$ cat src/rtl/core/assert_macros.svh
// Assertion helpers shared by the RTL files. Both sample on clk and are
// disabled while rst is high.
`ifndef ASSERT_MACROS_SVH
`define ASSERT_MACROS_SVH

// Property that must hold at every clock edge.
`define ASSERT_ALWAYS(label, prop, msg) \
  label: assert property (@(posedge clk) disable iff (rst) (prop)) else $error(msg);

// Consequent that must hold in the cycle after the antecedent.
`define ASSERT_NEXT(label, ante, cons, msg) \
  label: assert property (@(posedge clk) disable iff (rst) (ante) |=> (cons)) else $error(msg);

`endif

$ cat src/rtl/core/gnhp_pkg.sv
package gnhp_pkg;

  // Header sections in parse order
  typedef enum logic [2:0] {
    SEC_BASIC,
    SEC_COMMON,
    SEC_BEACON,
    SEC_SHB,
    SEC_TSB,
    SEC_BTP,
    SEC_DONE
  } sec_t;

  // Packet status reported in the closing result
  typedef enum logic [2:0] {
    ST_OK,
    ST_TRUNC,
    ST_BADVER,
    ST_BADNH,
    ST_TYPE,
    ST_SUBTYPE
  } status_t;

  // Field codes
  localparam logic [4:0] FC_VERSION     = 5'd0;
  localparam logic [4:0] FC_BASIC_NH    = 5'd1;
  localparam logic [4:0] FC_BASIC_RSVD  = 5'd2;
  localparam logic [4:0] FC_LT_MULT     = 5'd3;
  localparam logic [4:0] FC_LT_BASE     = 5'd4;
  localparam logic [4:0] FC_LIFETIME    = 5'd5;
  localparam logic [4:0] FC_RHL         = 5'd6;
  localparam logic [4:0] FC_COMMON_NH   = 5'd7;
  localparam logic [4:0] FC_COMMON_RSVD = 5'd8;
  localparam logic [4:0] FC_HTYPE       = 5'd9;
  localparam logic [4:0] FC_HSUBTYPE    = 5'd10;
  localparam logic [4:0] FC_TCLASS      = 5'd11;
  localparam logic [4:0] FC_FLAGS       = 5'd12;
  localparam logic [4:0] FC_PLEN        = 5'd13;
  localparam logic [4:0] FC_MHL         = 5'd14;
  localparam logic [4:0] FC_RSVD2       = 5'd15;
  localparam logic [4:0] FC_GN_ADDR     = 5'd16;
  localparam logic [4:0] FC_TSTAMP      = 5'd17;
  localparam logic [4:0] FC_LAT         = 5'd18;
  localparam logic [4:0] FC_LON         = 5'd19;
  localparam logic [4:0] FC_PAI         = 5'd20;
  localparam logic [4:0] FC_SPEED       = 5'd21;
  localparam logic [4:0] FC_HEADING     = 5'd22;
  localparam logic [4:0] FC_SHB_DATA    = 5'd23;
  localparam logic [4:0] FC_TSB_SN      = 5'd24;
  localparam logic [4:0] FC_TSB_RSVD    = 5'd25;
  localparam logic [4:0] FC_BTP_DPORT   = 5'd26;
  localparam logic [4:0] FC_BTPA_SPORT  = 5'd27;
  localparam logic [4:0] FC_BTPB_DINFO  = 5'd28;
  localparam logic [4:0] FC_HDR_LEN     = 5'd29;
  localparam logic [4:0] FC_STATUS      = 5'd30;

  // Longest complete header: basic + common + extended + BTP
  localparam logic [5:0] HDR_MAX = 6'd44;

  // Lifetime base multipliers, in 50 ms units
  localparam logic [10:0] LT_SCALE [4] = '{11'd1, 11'd20, 11'd200, 11'd2000};

  typedef struct packed {
    logic        last;
    logic [63:0] value;
    logic [4:0]  code;
  } result_t;

  // Up to three results from one byte
  typedef struct packed {
    logic [1:0]       n;
    result_t [2:0]    r;
  } res_list_t;

  // Parser state carried from byte to byte
  typedef struct packed {
    sec_t        sec;
    logic [3:0]  htype;
    logic [3:0]  hsub;
    logic [3:0]  cnh;
    status_t     status;
    logic [5:0]  hbc;    // header bytes consumed
    logic [1:0]  bpos;   // packet byte position, saturates at 3
    logic [63:0] acc;    // field accumulator
  } state_t;

  localparam state_t STATE_RESET = '{
    sec: SEC_BASIC, htype: 4'd0, hsub: 4'd0, cnh: 4'd0, status: ST_OK,
    hbc: 6'd0, bpos: 2'd0, acc: 64'd0
  };

  function automatic logic [63:0] sext32(input logic [63:0] a);
    return {{32{a[31]}}, a[31:0]};
  endfunction

  function automatic logic [63:0] sext15(input logic [63:0] a);
    return {{49{a[14]}}, a[14:0]};
  endfunction

endpackage

$ cat src/rtl/core/geonetworking_header_parser_unit.sv
// GeoNetworking / BTP header parser.
// Input stream (s_*): one packet byte per transaction, first byte of the
// basic header first, s_tlast on the final byte of the packet.
// Output stream (m_*): one (field code, value) result per transaction.
// Each header field is reported when its last byte has arrived; the final
// byte of a packet adds a header-length result and a status result, and
// m_tlast marks the status result that closes the packet.
// A byte is registered in the input register, parsed from there into the
// result bank register, and its first result is driven on m_* from the bank.
// Throughput: one byte per cycle as long as each byte yields at most one
// result and m_tready stays high; a byte that yields two or three results
// holds the input while the three-entry result bank drains through the
// single output port.
// When m_tready is low, results hold in the bank and the input register
// keeps one byte, after which s_tready drops.
// Reset (rst, synchronous) empties both registers and returns the parser
// to the start of the basic header.
`include "assert_macros.svh"

module geonetworking_header_parser_unit import gnhp_pkg::*; (
  input  logic        clk,
  input  logic        rst,
  input  logic        s_tvalid,
  output logic        s_tready,
  input  logic [7:0]  s_tdata,   // [7:0] data_byte
  input  logic        s_tlast,   // last_byte
  output logic        m_tvalid,
  input  logic        m_tready,
  output logic [71:0] m_tdata,   // [4:0] field_code, [68:5] field_value, [71:69] zero
  output logic        m_tlast    // last_result
);

  logic        iv;
  logic [7:0]  ib;
  logic        il;
  state_t      st;
  state_t      st_next;
  res_list_t   step_res;
  result_t [2:0] slot;
  logic [1:0]  left;
  logic        take;
  logic        fire;

  gnhp_step u_step (
    .cur       (st),
    .data_byte (ib),
    .last_byte (il),
    .nxt       (st_next),
    .res       (step_res)
  );

  // Handshake: parse when the result bank is empty or emptying
  assign take     = m_tvalid && m_tready;
  assign fire     = iv && ((left == 2'd0) || (left == 2'd1 && take));
  assign s_tready = !iv || fire;

  assign m_tvalid = (left != 2'd0);
  assign m_tdata  = {3'b000, slot[0].value, slot[0].code};
  assign m_tlast  = slot[0].last;

  // Input register
  always_ff @(posedge clk) begin
    if (rst) begin
      iv <= 1'b0;
    end else if (s_tvalid && s_tready) begin
      iv <= 1'b1;
    end else if (fire) begin
      iv <= 1'b0;
    end
    if (s_tvalid && s_tready) begin
      ib <= s_tdata;
      il <= s_tlast;
    end
  end

  // Parser state
  always_ff @(posedge clk) begin
    if (rst) begin
      st <= STATE_RESET;
    end else if (fire) begin
      st <= st_next;
    end
  end

  // Result bank: load on parse, shift down on each output transaction
  always_ff @(posedge clk) begin
    if (rst) begin
      left <= 2'd0;
    end else if (fire) begin
      left <= step_res.n;
    end else if (take) begin
      left <= left - 2'd1;
    end
    if (fire) begin
      slot <= step_res.r;
    end else if (take) begin
      slot[0] <= slot[1];
      slot[1] <= slot[2];
    end
  end

  `ASSERT_NEXT(a_clear_on_last, fire && il, st.sec == SEC_BASIC && st.hbc == 6'd0, "state not cleared after final byte")
  `ASSERT_ALWAYS(a_tlast_is_status, m_tvalid && m_tlast |-> slot[0].code == FC_STATUS, "tlast on non-status result")
  `ASSERT_ALWAYS(a_hbc_bound, st.hbc <= HDR_MAX, "header byte count beyond longest header")

endmodule

$ cat src/rtl/core/gnhp_step.sv
// Per-byte parse step: next state and the ordered result list for one byte.
module gnhp_step import gnhp_pkg::*; (
  input  state_t      cur,
  input  logic [7:0]  data_byte,
  input  logic        last_byte,
  output state_t      nxt,
  output res_list_t   res
);

  function automatic res_list_t mk1(input logic [4:0] c0, input logic [63:0] v0);
    res_list_t l;
    l = '0;
    l.n = 2'd1;
    l.r[0].code = c0;
    l.r[0].value = v0;
    return l;
  endfunction

  function automatic res_list_t mk2(input logic [4:0] c0, input logic [63:0] v0,
                                    input logic [4:0] c1, input logic [63:0] v1);
    res_list_t l;
    l = mk1(c0, v0);
    l.n = 2'd2;
    l.r[1].code = c1;
    l.r[1].value = v1;
    return l;
  endfunction

  // Long position vector fields by byte offset within the vector
  function automatic res_list_t lpv(input logic [4:0] lo, input logic [63:0] a);
    res_list_t l;
    l = '0;
    case (lo)
      5'd7:    l = mk1(FC_GN_ADDR, a);
      5'd11:   l = mk1(FC_TSTAMP, {32'd0, a[31:0]});
      5'd15:   l = mk1(FC_LAT, sext32(a));
      5'd19:   l = mk1(FC_LON, sext32(a));
      5'd21:   l = mk2(FC_PAI, {63'd0, a[15]}, FC_SPEED, sext15(a));
      5'd23:   l = mk1(FC_HEADING, {48'd0, a[15:0]});
      default: l = '0;
    endcase
    return l;
  endfunction

  // BTP follows only for next header 1 or 2
  function automatic sec_t after_ext(input logic [3:0] cnh);
    return (cnh == 4'd1 || cnh == 4'd2) ? SEC_BTP : SEC_DONE;
  endfunction

  logic [63:0] a;
  logic [5:0]  rel;
  logic [5:0]  trel;
  logic [5:0]  elen;
  logic [5:0]  brel;
  logic [2:0]  crel;
  logic [5:0]  lt_mult;
  logic [16:0] lt_prod;
  res_list_t   pend;
  logic        withhold;
  status_t     fin_status;
  result_t     hl_res;
  result_t     st_res;

  // Offsets and lifetime product
  always_comb begin
    a       = {cur.acc[55:0], data_byte};
    rel     = cur.hbc - 6'd12;
    trel    = rel - 6'd4;
    crel    = 3'(cur.hbc - 6'd4);
    if (cur.htype == 4'd1) begin
      elen = 6'd24;
    end else if (cur.htype == 4'd5 && cur.hsub <= 4'd1) begin
      elen = 6'd28;
    end else begin
      elen = 6'd0;
    end
    brel    = rel - elen;
    lt_mult = data_byte[7:2];
    lt_prod = 17'(lt_mult) * 17'(LT_SCALE[data_byte[1:0]]);
  end

  // Field extraction and section walk
  always_comb begin
    nxt  = cur;
    pend = '0;
    if (cur.sec != SEC_DONE) begin
      nxt.hbc = cur.hbc + 6'd1;
      nxt.acc = a;
      unique case (cur.sec)
        SEC_BASIC: begin
          unique case (cur.hbc[1:0])
            2'd0: begin
              if (data_byte[7:4] != 4'd1) begin
                pend = mk1(FC_VERSION, {60'd0, data_byte[7:4]});
                nxt.status = ST_BADVER;
                nxt.sec = SEC_DONE;
              end else begin
                pend = mk2(FC_VERSION, {60'd0, data_byte[7:4]},
                           FC_BASIC_NH, {60'd0, data_byte[3:0]});
                if (data_byte[3:0] != 4'd1) nxt.status = ST_BADNH;
              end
            end
            2'd1: pend = mk1(FC_BASIC_RSVD, {56'd0, data_byte});
            2'd2: begin
              pend = mk2(FC_LT_MULT, {58'd0, lt_mult},
                         FC_LT_BASE, {62'd0, data_byte[1:0]});
              pend.n = 2'd3;
              pend.r[2].code = FC_LIFETIME;
              pend.r[2].value = {47'd0, lt_prod};
            end
            default: begin
              pend = mk1(FC_RHL, {56'd0, data_byte});
              nxt.sec = (cur.status == ST_BADNH) ? SEC_DONE : SEC_COMMON;
            end
          endcase
        end
        SEC_COMMON: begin
          unique case (crel)
            3'd0: begin
              nxt.cnh = data_byte[7:4];
              pend = mk2(FC_COMMON_NH, {60'd0, data_byte[7:4]},
                         FC_COMMON_RSVD, {60'd0, data_byte[3:0]});
            end
            3'd1: begin
              nxt.htype = data_byte[7:4];
              nxt.hsub  = data_byte[3:0];
              pend = mk2(FC_HTYPE, {60'd0, data_byte[7:4]},
                         FC_HSUBTYPE, {60'd0, data_byte[3:0]});
            end
            3'd2: pend = mk1(FC_TCLASS, {56'd0, data_byte});
            3'd3: pend = mk1(FC_FLAGS, {56'd0, data_byte});
            3'd4: pend = '0;
            3'd5: pend = mk1(FC_PLEN, {48'd0, a[15:0]});
            3'd6: pend = mk1(FC_MHL, {56'd0, data_byte});
            default: begin
              pend = mk1(FC_RSVD2, {56'd0, data_byte});
              if (cur.htype == 4'd1) begin
                nxt.sec = SEC_BEACON;
              end else if (cur.htype == 4'd5) begin
                if (cur.hsub == 4'd0) begin
                  nxt.sec = SEC_SHB;
                end else if (cur.hsub == 4'd1) begin
                  nxt.sec = SEC_TSB;
                end else begin
                  nxt.status = ST_SUBTYPE;
                  nxt.sec = after_ext(cur.cnh);
                end
              end else begin
                nxt.status = ST_TYPE;
                nxt.sec = SEC_DONE;
              end
            end
          endcase
        end
        SEC_BEACON: begin
          pend = lpv(rel[4:0], a);
          if (rel >= 6'd23) nxt.sec = after_ext(cur.cnh);
        end
        SEC_SHB: begin
          if (rel < 6'd24) begin
            pend = lpv(rel[4:0], a);
          end else if (rel == 6'd27) begin
            pend = mk1(FC_SHB_DATA, {32'd0, a[31:0]});
          end
          if (rel >= 6'd27) nxt.sec = after_ext(cur.cnh);
        end
        SEC_TSB: begin
          if (rel == 6'd1) begin
            pend = mk1(FC_TSB_SN, {48'd0, a[15:0]});
          end else if (rel == 6'd3) begin
            pend = mk1(FC_TSB_RSVD, {48'd0, a[15:0]});
          end else if (rel >= 6'd4) begin
            pend = lpv(trel[4:0], a);
          end
          if (rel >= 6'd27) nxt.sec = after_ext(cur.cnh);
        end
        SEC_BTP: begin
          if (brel == 6'd1) begin
            pend = mk1(FC_BTP_DPORT, {48'd0, a[15:0]});
          end else if (brel >= 6'd3) begin
            pend = mk1((cur.cnh == 4'd1) ? FC_BTPA_SPORT : FC_BTPB_DINFO,
                       {48'd0, a[15:0]});
            nxt.sec = SEC_DONE;
          end
        end
        default: nxt.sec = SEC_DONE;
      endcase
      // every emitting byte closes its field
      if (pend.n != 2'd0) nxt.acc = '0;
    end

    // Closing results on the final byte
    withhold   = (cur.bpos != 2'd3) || (nxt.sec != SEC_DONE);
    fin_status = withhold ? ST_TRUNC : nxt.status;
    hl_res     = '{last: 1'b0, value: {58'd0, nxt.hbc}, code: FC_HDR_LEN};
    st_res     = '{last: 1'b1, value: {61'd0, fin_status}, code: FC_STATUS};

    if (last_byte) begin
      res = '0;
      if (!withhold && pend.n != 2'd0) begin
        res.n = 2'd3;
        res.r[0] = pend.r[0];
        res.r[1] = hl_res;
        res.r[2] = st_res;
      end else begin
        res.n = 2'd2;
        res.r[0] = hl_res;
        res.r[1] = st_res;
      end
      nxt = STATE_RESET;
    end else begin
      res = pend;
      if (cur.bpos != 2'd3) nxt.bpos = cur.bpos + 2'd1;
    end
  end

endmodule
$ cat config.mk
export PLATFORM = sky130hd
export DESIGN_NAME = geonetworking_header_parser_unit
export DESIGN_NICKNAME = d
export VERILOG_FILES = /design/src/rtl/core/gnhp_pkg.sv /design/src/rtl/core/geonetworking_header_parser_unit.sv /design/src/rtl/core/gnhp_step.sv
export VERILOG_INCLUDE_DIRS = /design/src /design/src/rtl/core
export SDC_FILE = /design/constraint.sdc
export NUM_CORES = 1
export LEC_CHECK = 0
export ABC_AREA = 1
export ABC_CLOCK_PERIOD_IN_PS = 7100
export BUFFER_PORTS_ARGS = -buffer_cell sky130_fd_sc_hd__buf_2
export CAP_MARGIN = 20
export CORE_MARGIN = 5
export CORE_UTILIZATION = 35
export DETAILED_ROUTE_END_ITERATION = 6
export GPL_TIMING_DRIVEN = 0
export PLACE_DENSITY = 0.49
export SLEW_MARGIN = 15
export SYNTH_ARGS = -nofsm -noshare
export SYNTH_HDL_FRONTEND = slang
export SYNTH_HIERARCHICAL = 1
export SYNTH_SLANG_ARGS = --single-unit
$ cat constraint.sdc
create_clock -name clk -period 7.1 [get_ports clk]
set_input_delay 1.42 -clock clk [delete_from_list [all_inputs] [get_ports clk]]
set_output_delay 1.42 -clock clk [all_outputs]
set_load 0.005 [all_outputs]
# Word-level counts from Yosys, hierarchy flattened
# Index checks and enable logic that the tools add are counted.
# Widths: inputs -> output; s select.
# totals
ff_bits	304
elab_cells	177
# op_classes
mul	1
n_eq_ne	41
add_sub_neg	7
bitwise	1
magnitude_cmp	7
n_reduce_logical	34
n_mux	65
# op_table
op	count
$pmux 212 s6	3
$mux 212	8
$pmux 212 s7	1
$pmux 212 s3	1
$mux 211	3
$mux 140	3
$mux 56	3
$mux 70	1
$mux 3	21
$mux 24	2
$eq 5x5->1 const B	6
$bmux 11 s2	1
$mux 11	2
$eq 5x4->1 const B	4
$reduce_bool 2->1	10
$mul 6x11->17	1
$eq 3x2->1 const B	5
$eq 3x3->1 const B	5
$pmux 3 s5	1
$eq 4x1->1 const B	3
$eq 6x1->1 const B	2
$ge 6x5->1 const B	2
$mux 12	1
$pmux 3 s2	2
40 further kinds	65

# Depth between registers and ports, before layout
# Gate-level depths: netlist of the first run.
# logic_depth
word_depth	17
mapped_depth	25
ltp_nobuf	24

# Modules after synthesis
# Netlist of the first run, hierarchy kept.
# by_module_without_submodules
mod	instances	area_per_inst_um2	cells_per_inst	seq_area_each_um2
geonetworking_header_parser_unit	1	12200.5	1167	8438.1
gnhp_step	1	7512.2	1372	0.0

# Worst setup path after synthesis of the first run
# No wires, ideal clock.
# synth_timing
path_kind	input to register
startpoint	input m_tready
endpoint	register slot (netlist bit m_tdata[0]) (enable)
required_ns	5.905
setup_time_ns	1.195
slack_ns	1.528
path_stages	7
n_path_buf	3
arrival_time_ns	4.377
cell_sequence	nand2_1 > nand2_1 > nand2_1 > buf_6 > buf_2 > buf_2 > nand2_1
# synth_between
elab_chain_cells	5
# synth_lines
item	line	source
start: declaration	geonetworking_header_parser_unit.sv:28	input logic m_tready,
$logic_and 1x1->1 *	geonetworking_header_parser_unit.sv:53	assign take = m_tvalid && m_tready;
$logic_and 1x1->1	geonetworking_header_parser_unit.sv:54	assign fire = iv && ((left == 2'd0) || (left == 2'd1 && take));
$logic_or 1x1->1	geonetworking_header_parser_unit.sv:54	
$logic_and 1x1->1	geonetworking_header_parser_unit.sv:54	
$reduce_bool 2->1 (no line) *	n/a	
end signal: assignment	geonetworking_header_parser_unit.sv:95	slot <= step_res.r;
end: declaration	geonetworking_header_parser_unit.sv:39	result_t [2:0] slot;
# Mark *: on every way between the ends. The rest lies on a longest branch, timed or not.
# A chain may end at the register's enable or synchronous reset.

==> results.md, run 1 <==
- Largest delay share family, worst path: adder cells
- DR DRC count: 0
- Die Y: between 200 and 250 µm
- Internal power: 4.647 mW
- Core area: ~55000 µm²
- Global route overflow: 0
- Worst-Margin Slew: 0.9009 ns
- Router iterations before antenna repair: 5
- Longest Clk Path Bufs: 3
- Ys Warns: 6
- Final setup fails: 0
- Post-synthesis cell area: 19300 µm²
- Total number of vias: between 15000 and 20000
- Final Cycle Share: 69.74%
- Status: finished clean
- Sink Count: roughly 300
- Clock Power Share: roughly 27%
- Startpoint Class: flip-flop
- PwrDens: 327.8 nW/µm²
- Crit path arrival time: 5.26 ns
- # rows: 86
- First-pass GRT wire length: about 86 mm
- Final Slew Violations: 0
- Drt initial violations: between 1000 and 1500
- Leakage: between 9 and 10 nW
- CTS tree: built
- RSZ-0062 raised after global routing: no
- Combinational Power Share: 35.4%
- Worst setup margin: ~2.1 ns
- CP Max Fanout: 8
- Tightest Hold Check Type: reg2reg
- Layout Area Growth over Synthesis: 14.84%
- CP required: approximately 7.4 ns
- Hpwl dp: slightly below 40 mm
- Clk_lat worst skew: between 0.5 and 0.6 ns
- Crit Path Class: reg2reg
- Setup slack at placement: 2.186 ns
- Switch Pwr: approximately 2.6 mW
- Max Clk Rate: ~200 MHz
- Flop pwr share: 37.4%
- CTS Root Cell: clkbuf_16
- Syn avg cell area: approximately 7.8 µm²
- I/O Buffers: between 80 and 90
- Buf+Inv Stages, Crit Path: 7
- Clk_skew: about 0.02 ns
- Cells after synthesis: roughly 2500
- Post-cts resize count: 0
- Max-cap violations: 0
- Largest net degree at the start of global routing: 80
- Initial antenna violation count: 1
- IO Count: between 80 and 90
- Htree depth: 2
- DR vias/cell: approximately 4.7
- Tot GR Track Use: between 10% and 20%
- Number of global-route vias before repair: around 16000
- Post-CTS Setup Bufs: 0
- Initial core utilization: 35.17%
- Nets: around 2700
- Tmin final: just under 5 ns
- CP Capture Type: flip-flop
- Final antenna-violating net count: 0
- CTS buffer count: 37
- Final core occ: ~40%
- DIE AREA: between 50000 and 60000 µm²
- Slowest-stage cell, CP: fa_1
- Ratio of cells with drive above 1 in the final layout: 16.53%
- Switching Share: between 30% and 40%
- Routed len/inst: 16.03 µm
- # diodes: 0
- Final Hold Fails: 0
- Crit-path max cell delay: 0.54 ns
- Clk pin slew, worst setup/hold paths: around 0.060 ns
- WL final: 54.23 mm
- Hold-fix buffers at CTS: 0
- Worst rel slew slack: 39.48%
- Placer Congestion: 0.9064
- Die W: approximately 240 µm
- CP cell instances: clkbuf_1 -> inv_1 -> nor2_1 -> inv_1 -> fa_1 -> inv_1 -> fa_1 -> inv_1 -> fa_1 -> inv_1 -> ha_1 -> nand2_1 -> o21ai_0 -> inv_1 -> nand2_1 -> nand2_1 -> a21oi_1 -> nand2_1 -> nand2_1 -> nand2_1 -> nand2_1 -> nand2_1 -> nand2_1 -> nor2_1
- Worst IR Drop VDD: 0.0001614 V
- Worst path most repeated cell: nand2_1
layout by cell type (no fill, tap or decap), types with 82 or more instances in the layout:
master,count
buf_4,190
dfxtp_1,85
clkbuf_1,86
edfxtp_1,219
nand3_1,92
buf_2,115
inv_1,171
nand2_1,663
a21oi_1,82
o21ai_0,226
nor2_1,366
power groups by stage:
| stage | combinational, mW | sequential [mW] | clock (mW) |
|---|---|---|---|
| after CTS | 2.59 | 2.72 | 2.05 |
| after floorplan | 1.79 | 2.73 | 0 |
| final | 2.57 | 2.72 | 1.98 |
| after detailed placement | 2.58 | 2.75 | 0 |
| after global placement | 2.52 | 2.82 | 0 |
| after global routing | 2.90 | 2.77 | 2.11 |
cell type report:
cell class                 count  area, µm²
buffer                       312       2037
clock buffer                  56       1072
clock inverter                12      190.2
fill                        5709      32710
inverter                     185      699.4
multi-input combinational   1723       8487
sequential                   304       8278
tap                          704      880.8
timing repair buffer          88      523.0
worst register-to-register path: cells and delay by family, from the launching register on:
family | cells | cell delay, ns
AO/OA/AOI/OAI | 2 | 0.36
flip-flops | 1 | 0.31
adder cells (fa/ha/maj) | 4 | 1.84
AND/OR/NAND/NOR | 11 | 1.05
buffers and inverters | 7 | 1.15
through the flow:
step | hold WS, ns | setup TNS [ns] | total power, mW | std cells | area [µm²]
floorplan | 0.4494 | 0 | 4.520 | 2524 | 19490
global placement | 0.4564 | -174.43 | 5.343 | 3312 | 20790
detailed placement | 0.4700 | 0 | 5.333 | 3315 | 20880
CTS | 0.4844 | 0 | 7.358 | 3383 | 22140
global route | 0.5040 | 0 | 7.786 | 3384 | 22170
finish | 0.4801 | 0 | 7.266 | 3384 | 22170
path summary, 6_finish.rpt:
kind / start / endpoint / slack (ns) / cells after the start
worst max-delay path: ib[4] / slot[161] / 2.15 / 24
worst min-delay path: st[87] / st[87] / 0.48 / 2
worst max register to register: ib[4] / slot[161] / 2.15 / 24
worst min register to register: st[87] / st[87] / 0.48 / 2
layer usage:
metal  vias up  track usage, %  wire (µm)
li1       8163               -          -
met1      7408           25.21      25880
met2       348           29.66      24700
met3        81           1.960       2252
met4         0           5.264       1398
met5         -               0          0
registers in the layout, indices dropped and copies added, names as in the netlist:
| signal | cells |
|---|---|
| iv | 1 |
| st | 82 |
| m_tdata | 69 |
| slot | 140 |
| ib | 8 |
| il | 1 |
| m_tlast | 1 |
| left | 2 |
Power figures use the tool's default switching activity.
==> inputs of run 2 (changes only) <==
ABC_CLOCK_PERIOD_IN_PS = 5100   (was 7100)
clock period = 5.1 ns   (was 7.1 ns; I/O delays follow)
==> run 2 against run 1 <==
Compared with the run above: sequential cell count is the same; clock skew shrank 0.0087 ns; design area is essentially flat; register-to-register slack lost 1.8 ns; maximum frequency grew 5.0%; sequential power grew 39%; cell count is essentially flat; utilization is essentially flat; global-route usage is essentially flat; sequential share of layout area is essentially flat; critical path type unchanged; highest routed layer is now met5; non-clock buffer count shrank 3.
==> results.md, run 2 (synthesis results as in run 1) <==
- CTS buffer count: 38 (+2.7%)
- Status: finished clean
- Worst reg-to-reg setup slack: 0.38 ns (-1.77 ns)
- CTS tree: built
- DR DRC count: 0 (unchanged)
- CP Max Fanout: 8 (unchanged)
- Layout Area Growth over Synthesis: 14.91% (about the same)
- CP cell instances: clkbuf_1 -> inv_1 -> nor2_1 -> fa_1 -> fa_1 -> fa_1 -> ha_1 -> nand2_1 -> nor3_1 -> nand3_1 -> nand3_1 -> nand2_1 -> inv_1 -> o21ai_0 -> nand2_1 -> o21ai_0 -> a21oi_1
- # rows: 86 (unchanged)
- Slowest-stage cell, CP: nor2_1
- Origin of the critical flop-to-flop path: ib[6]
- Leakage: 9.692 nW (about the same)
- CP required: 5.49 ns (-1.91 ns)
- Max-cap violations: 0 (unchanged)
- Initial core utilization: 35.17% (unchanged)
- IO Count: 88 (unchanged)
- Final Slew Violations: 0 (unchanged)
- Router iterations before antenna repair: 6 (+1)
- Clk pin slew, worst setup/hold paths: 0.06 ns (about the same)
- Largest register FFs: 140 (unchanged)
- Post-route insts no fill: 3383 (-0.030%)
- Crit path arrival time: 5.11 ns (-0.15 ns)
- Reg-to-Reg End: slot[160]
- Largest register by flop count: slot
- Die Y: 244.8 µm (unchanged)
- Post-Place Cells: 3315 (unchanged)
- Tightest Hold Check Type: reg2reg
- WL final: 54.23 mm (about the same)
- Longest Clk Path Bufs: 3 (unchanged)
- Startpoint Class: flip-flop
- Worst rel slew slack: 40.16% (+0.68 points)
- Die W: 244.8 µm (unchanged)
- Sink Count: 304 (unchanged)
- Setup slack at placement: 0.1963 ns (-1.990 ns)
- RSZ-0062 raised after global routing: no
- Core area: 54880 µm² (unchanged)
- Number of global-route vias before repair: 15570 (+0.35%)
- Hpwl dp: 39.90 mm (+0.25%)
- Total number of vias: 15990 (-0.088%)
- PwrDens: 457.9 nW/µm² (+40%)
- Most frequent cells in the layout: nand2_1, nor2_1, o21ai_0
- FF-to-FF path depth: 17 (-29%)
- CP Capture Type: flip-flop
- Hold-fix buffers at CTS: 0 (unchanged)
- # diodes: 0 (unchanged)
- Max Clk Rate: 212.0 MHz (+5.0%)
- Crit-path max cell delay: 0.61 ns (+0.07 ns)
- Crit Path Class: reg2reg
- Final Hold Fails: 0 (unchanged)
- Routed len/inst: 16.03 µm (about the same)
- I/O Buffers: 84 (unchanged)
- Worst IR Drop VDD: 0.0003215 V (+99%)
- Critical Path Sink: slot[160]
- Initial antenna violation count: 1 (unchanged)
- Htree depth: 2 (unchanged)
- Tmin final: 4.717 ns (-0.2348 ns)
- Ratio of cells with drive above 1 in the final layout: 16.57% (+0.043 points)
- Clk_lat worst skew: 0.56 ns (about the same)
- Placer Congestion: 0.8874 (-2.1%)
- Largest net degree at the start of global routing: 91 (+14%)
- Commonest non-fill, non-tap cell in the layout: nand2_1
- Worst Min Path Start: st[70]
- Worst-Margin Slew: 0.8915 ns (-0.009317 ns)
- Final antenna-violating net count: 0 (unchanged)
- Global route overflow: 0 (unchanged)
- CTS Root Cell: clkbuf_16
- DIE AREA: 59950 µm² (unchanged)
- Setup crit start: ib[6]
- Clk_skew: 0.01077 ns (-0.008749 ns)
- Nets: 2739 (-0.073%)
- Final Cycle Share: 92.49% (+23 points)
- Final setup fails: 0 (unchanged)
- DR vias/cell: 4.725 (about the same)
- Worst setup margin: 0.3829 ns (-1.765 ns)
- First-pass GRT wire length: 86.15 mm (-0.18%)
- Tot GR Track Use: 17.96% (-0.047 points)
- Drt initial violations: 996 (-9.3%)
-- run 2: cell count changes in the layout (fill, tap and decap cells not counted), sizes merged --
cell	change
buf	-1
inv	+1
clkinvlp	+3
clkbuf	-4
-- run 2: repair_timing --
action                     4_1_cts  5_1_grt
setup endpoints to repair        0        3
buffers inserted                 0        0
resized for setup                0        1
-- run 2: stage by stage --
stage	power, mW	TNS [ns]	instance area, µm²	util (%)	hold slack [ns]
global placement	7.391	-123.91	20790	37.88	0.4596
floorplan	6.262	0	19490	-	0.4494
global route	10.87	0	22180	40.42	0.4986
finish	10.16	0	22180	40.42	0.4801
CTS	10.31	0	22190	40.43	0.4831
detailed placement	7.423	0	20890	38.06	0.4705
-- run 2: layer usage --
layer	global-route usage, %	wire (µm)	vias to the layer above
met5	0	7	-
met4	5.314	1430	2
met3	2.864	2656	85
met2	29.42	24780	329
met1	24.67	25360	7423
li1	-	-	8147
-- run 2: cell type report --
class	count	area [µm²]
Fill cell	5726	32700
Timing Repair Buffer	87	495.5
Tap cell	704	880.8
Sequential cell	304	8278
Clock buffer	54	1097
Multi-Input combinational cell	1723	8498
Clock inverter	16	201.4
Buffer	310	2029
Inverter	185	699.4
-- run 2: critical path, delay by kind of cell, from the launching register on --
kind                       cells  cell delay [ns]
adders and majority gates      4             1.83
DFF                            1             0.31
AOI/OAI and AO/OA              3             0.30
and+or+nand+nor                7             1.27
buffers and inverters          3             0.84
-- run 2: worst min path at each step --
stage | slack (ns) | to | cells after the start
after global routing | 0.50 | st[54] | 2
after global placement | 0.46 | st[87] | 2
final | 0.48 | st[70] | 2
after CTS | 0.48 | st[54] | 2
after detailed placement | 0.47 | st[54] | 2
after floorplan | 0.45 | st[87] | 2
-- run 2: report_power, final --
| group | internal, mW | total, mW | switching (mW) |
|---|---|---|---|
| logic | 1.28 | 3.56 | 2.28 |
| clock network | 1.71 | 2.81 | 1.10 |
| registers | 3.50 | 3.79 | 0.282 |
==> inputs of run 3 (changes only) <==
ABC_AREA = default   (was 1)
==> run 3 against run 2 <==
Compared with the run above: sequential share of layout area is 0.17 points higher; non-clock buffer count up 23; maximum frequency fell by 2.6%; worst setup slack lost 0.13 ns; highest routed layer is now met4.
==> results.md, run 3 <==
- Clk pin slew, worst setup/hold paths: 0.06 ns (about the same)
- CTS buffer count: 37 (-2.6%)
- Hpwl dp: 37.74 mm (-5.4%)
- Routed len/inst: 18.68 µm (+16%)
- Largest net degree at the start of global routing: 51 (-44%)
- Hold_ws: 0.4897 ns (+0.009606 ns)
- M3 GR Usage: 2.905% (+0.041 points)
- DR DRC count: 0 (unchanged)
- Met1 global-route usage: 24.58% (-0.089 points)
- Ys Warns: 6 (unchanged)
- First-pass GRT wire length: 82.50 mm (-4.2%)
- CTS Root Cell: clkbuf_16
- Largest delay share family, worst path: simple AND/OR/NAND/NOR gates
- Global route hottest layer: met2
- Syn avg cell area: 9.974 µm² (+28%)
- Tightest Hold Check Type: reg2reg
- RSZ-0062 raised after global routing: no
- Tmin final: 4.844 ns (+0.1269 ns)
- Die Y: 244.0 µm (-0.33%)
- Htree depth: 2 (unchanged)
- Leakage: 8.654 nW (-11%)
- Cells after synthesis: 1922 (-22%)
- Drt initial violations: 1221 (+23%)
- Worst Min Path Start: st[88]
- Ratio of cells with drive above 1 in the final layout: 25.64% (+9.1 points)
- Crit path arrival time: 5.13 ns (+0.02 ns)
- Layout Area Growth over Synthesis: 15.19%
- Crit-path max cell delay: 0.46 ns (-0.15 ns)
- Crit Path Class: reg2reg
- Largest register by flop count: slot
- Worst rel slew slack: 42.18% (+2.0 points)
- M2 GR Usage: 27.48% (-1.9 points)
- Final Slew Violations: 0 (unchanged)
- Origin of the critical flop-to-flop path: st[80]
- Worst IR Drop VDD: 0.0002215 V (-31%)
- Initial core utilization: 35.48% (+0.31 points)
- Startpoint Class: flip-flop
- Final setup fails: 0 (unchanged)
- Final Hold Fails: 0 (unchanged)
- Global route overflow: 0 (unchanged)
- Clk_lat worst skew: 0.55 ns (about the same)
- Sink Count: 304 (unchanged)
- Core area: 54030 µm² (-1.6%)
- CTS tree: built
- Max-cap violations: 0 (unchanged)
- Longest Clk Path Bufs: 3 (unchanged)
- Number of global-route vias before repair: 14180 (-8.9%)
- Buf+Inv Stages, Crit Path: 2 (-1)
- # rows: 85 (-1.2%)
- Worst-Margin Slew: 0.8674 ns (-0.02417 ns)
- Placer Congestion: 0.9242 (+4.1%)
- Commonest non-fill, non-tap cell in the layout: a21oi_1
- Status: finished clean
- Most frequent cells in the layout: a21oi_1, edfxtp_1, buf_4
- Worst path most repeated cell: nand2_2
- Max Clk Rate: 206.4 MHz (-2.6%)
- CP cell instances: or3_1 -> nor2_1 -> ha_1 -> inv_1 -> fa_1 -> xor2_1 -> nor3b_1 -> nand4_1 -> a31oi_4 -> nand2_2 -> o41ai_4 -> nand2_2 -> clkbuf_1 -> and2_1 -> mux2_4
- IO Count: 88 (unchanged)
- Clk_skew: 0.02143 ns (+0.01066 ns)
- PwrDens: 372.4 nW/µm² (-19%)
- Hold-fix buffers at CTS: 0 (unchanged)
- DR vias/cell: 5.175 (+9.5%)
- Total number of vias: 14640 (-8.4%)
- I/O Buffers: 83 (-1.2%)
- Power Total: 8.224 mW (-19%)
- Nets: 2195 (-20%)
- Router iterations before antenna repair: 5 (-1)
- Slowest-stage cell, CP: or3_1
- CP Max Fanout: 10 (+2)
- CP Capture Type: flip-flop
- Final antenna-violating net count: 0 (unchanged)
- Post-synthesis cell area: 19170 µm² (-0.68%)
- Initial antenna violation count: 0 (-1)
- Tot GR Track Use: 17.35% (-0.61 points)
- WL final: 52.85 mm (-2.5%)
- DIE AREA: 59560 µm² (-0.65%)
- Largest register FFs: 140 (unchanged)
- Setup crit start: st[80]
- Die W: 244.0 µm (-0.33%)
- Final Cycle Share: 94.98% (+2.5 points)
- CP required: 5.39 ns (-0.10 ns)
## run 3: final timing paths
kind	cells after the start	endpoint	slack, ns
max	15	m_tdata[67]	0.26
min	2	st[88]	0.49
max reg2reg	15	m_tdata[67]	0.26
min reg2reg	2	st[88]	0.49
## run 3: worst min-delay path, delay by kind of cell, from the launching register on
kind / cells / cell delay [ns]
compound gates: 2 / 0.13
flops: 1 / 0.31
## run 3: area by class of cell
cell class	instances	area (µm²)
Timing Repair Buffer	99	604.3
Antenna cell	1	2.502
Tap cell	696	870.8
Sequential cell	304	8279
Clock buffer	47	994.7
Clock inverter	20	214.0
Fill cell	5350	31940
Multi-Input combinational cell	1275	8890
Buffer	321	1973
Inverter	67	254.0
## run 3: power by group
part	internal [mW]	total, mW	switching [mW]
clock network	1.59	2.66	1.08
logic	1.00	2.24	1.24
registers	3.20	3.32	0.121
## run 3: timing repair
action                                  in CTS  in global routing
buffers inserted                             2                  6
pin swaps                                    1                  0
gates resized for setup                      4                 10
endpoints found under the setup margin     112                 60
## run 3: per-layer routing
layer  up-vias  routed length, µm
met2       415              24290
met3        91               2811
met1      7116              24380
met5         -                  0
li1       7022                  -
met4         0               1379
## run 3: metrics by stage
stage          instance area (µm²)  util, %  setup WS, ns  TNS, ns  cells
6_report                     22080    40.87        0.2560        0   2830
5_1_grt                      22080    40.87       0.01676        0   2829
4_1_cts                      22020    40.75       0.02686        0   2825
3_5_place_dp                 20770    38.45       -0.6039   -26.65   2757
3_3_place_gp                 20640    38.21        -1.641  -274.77   2750
2_1_floorplan                19350        -        0.4748        0   1971
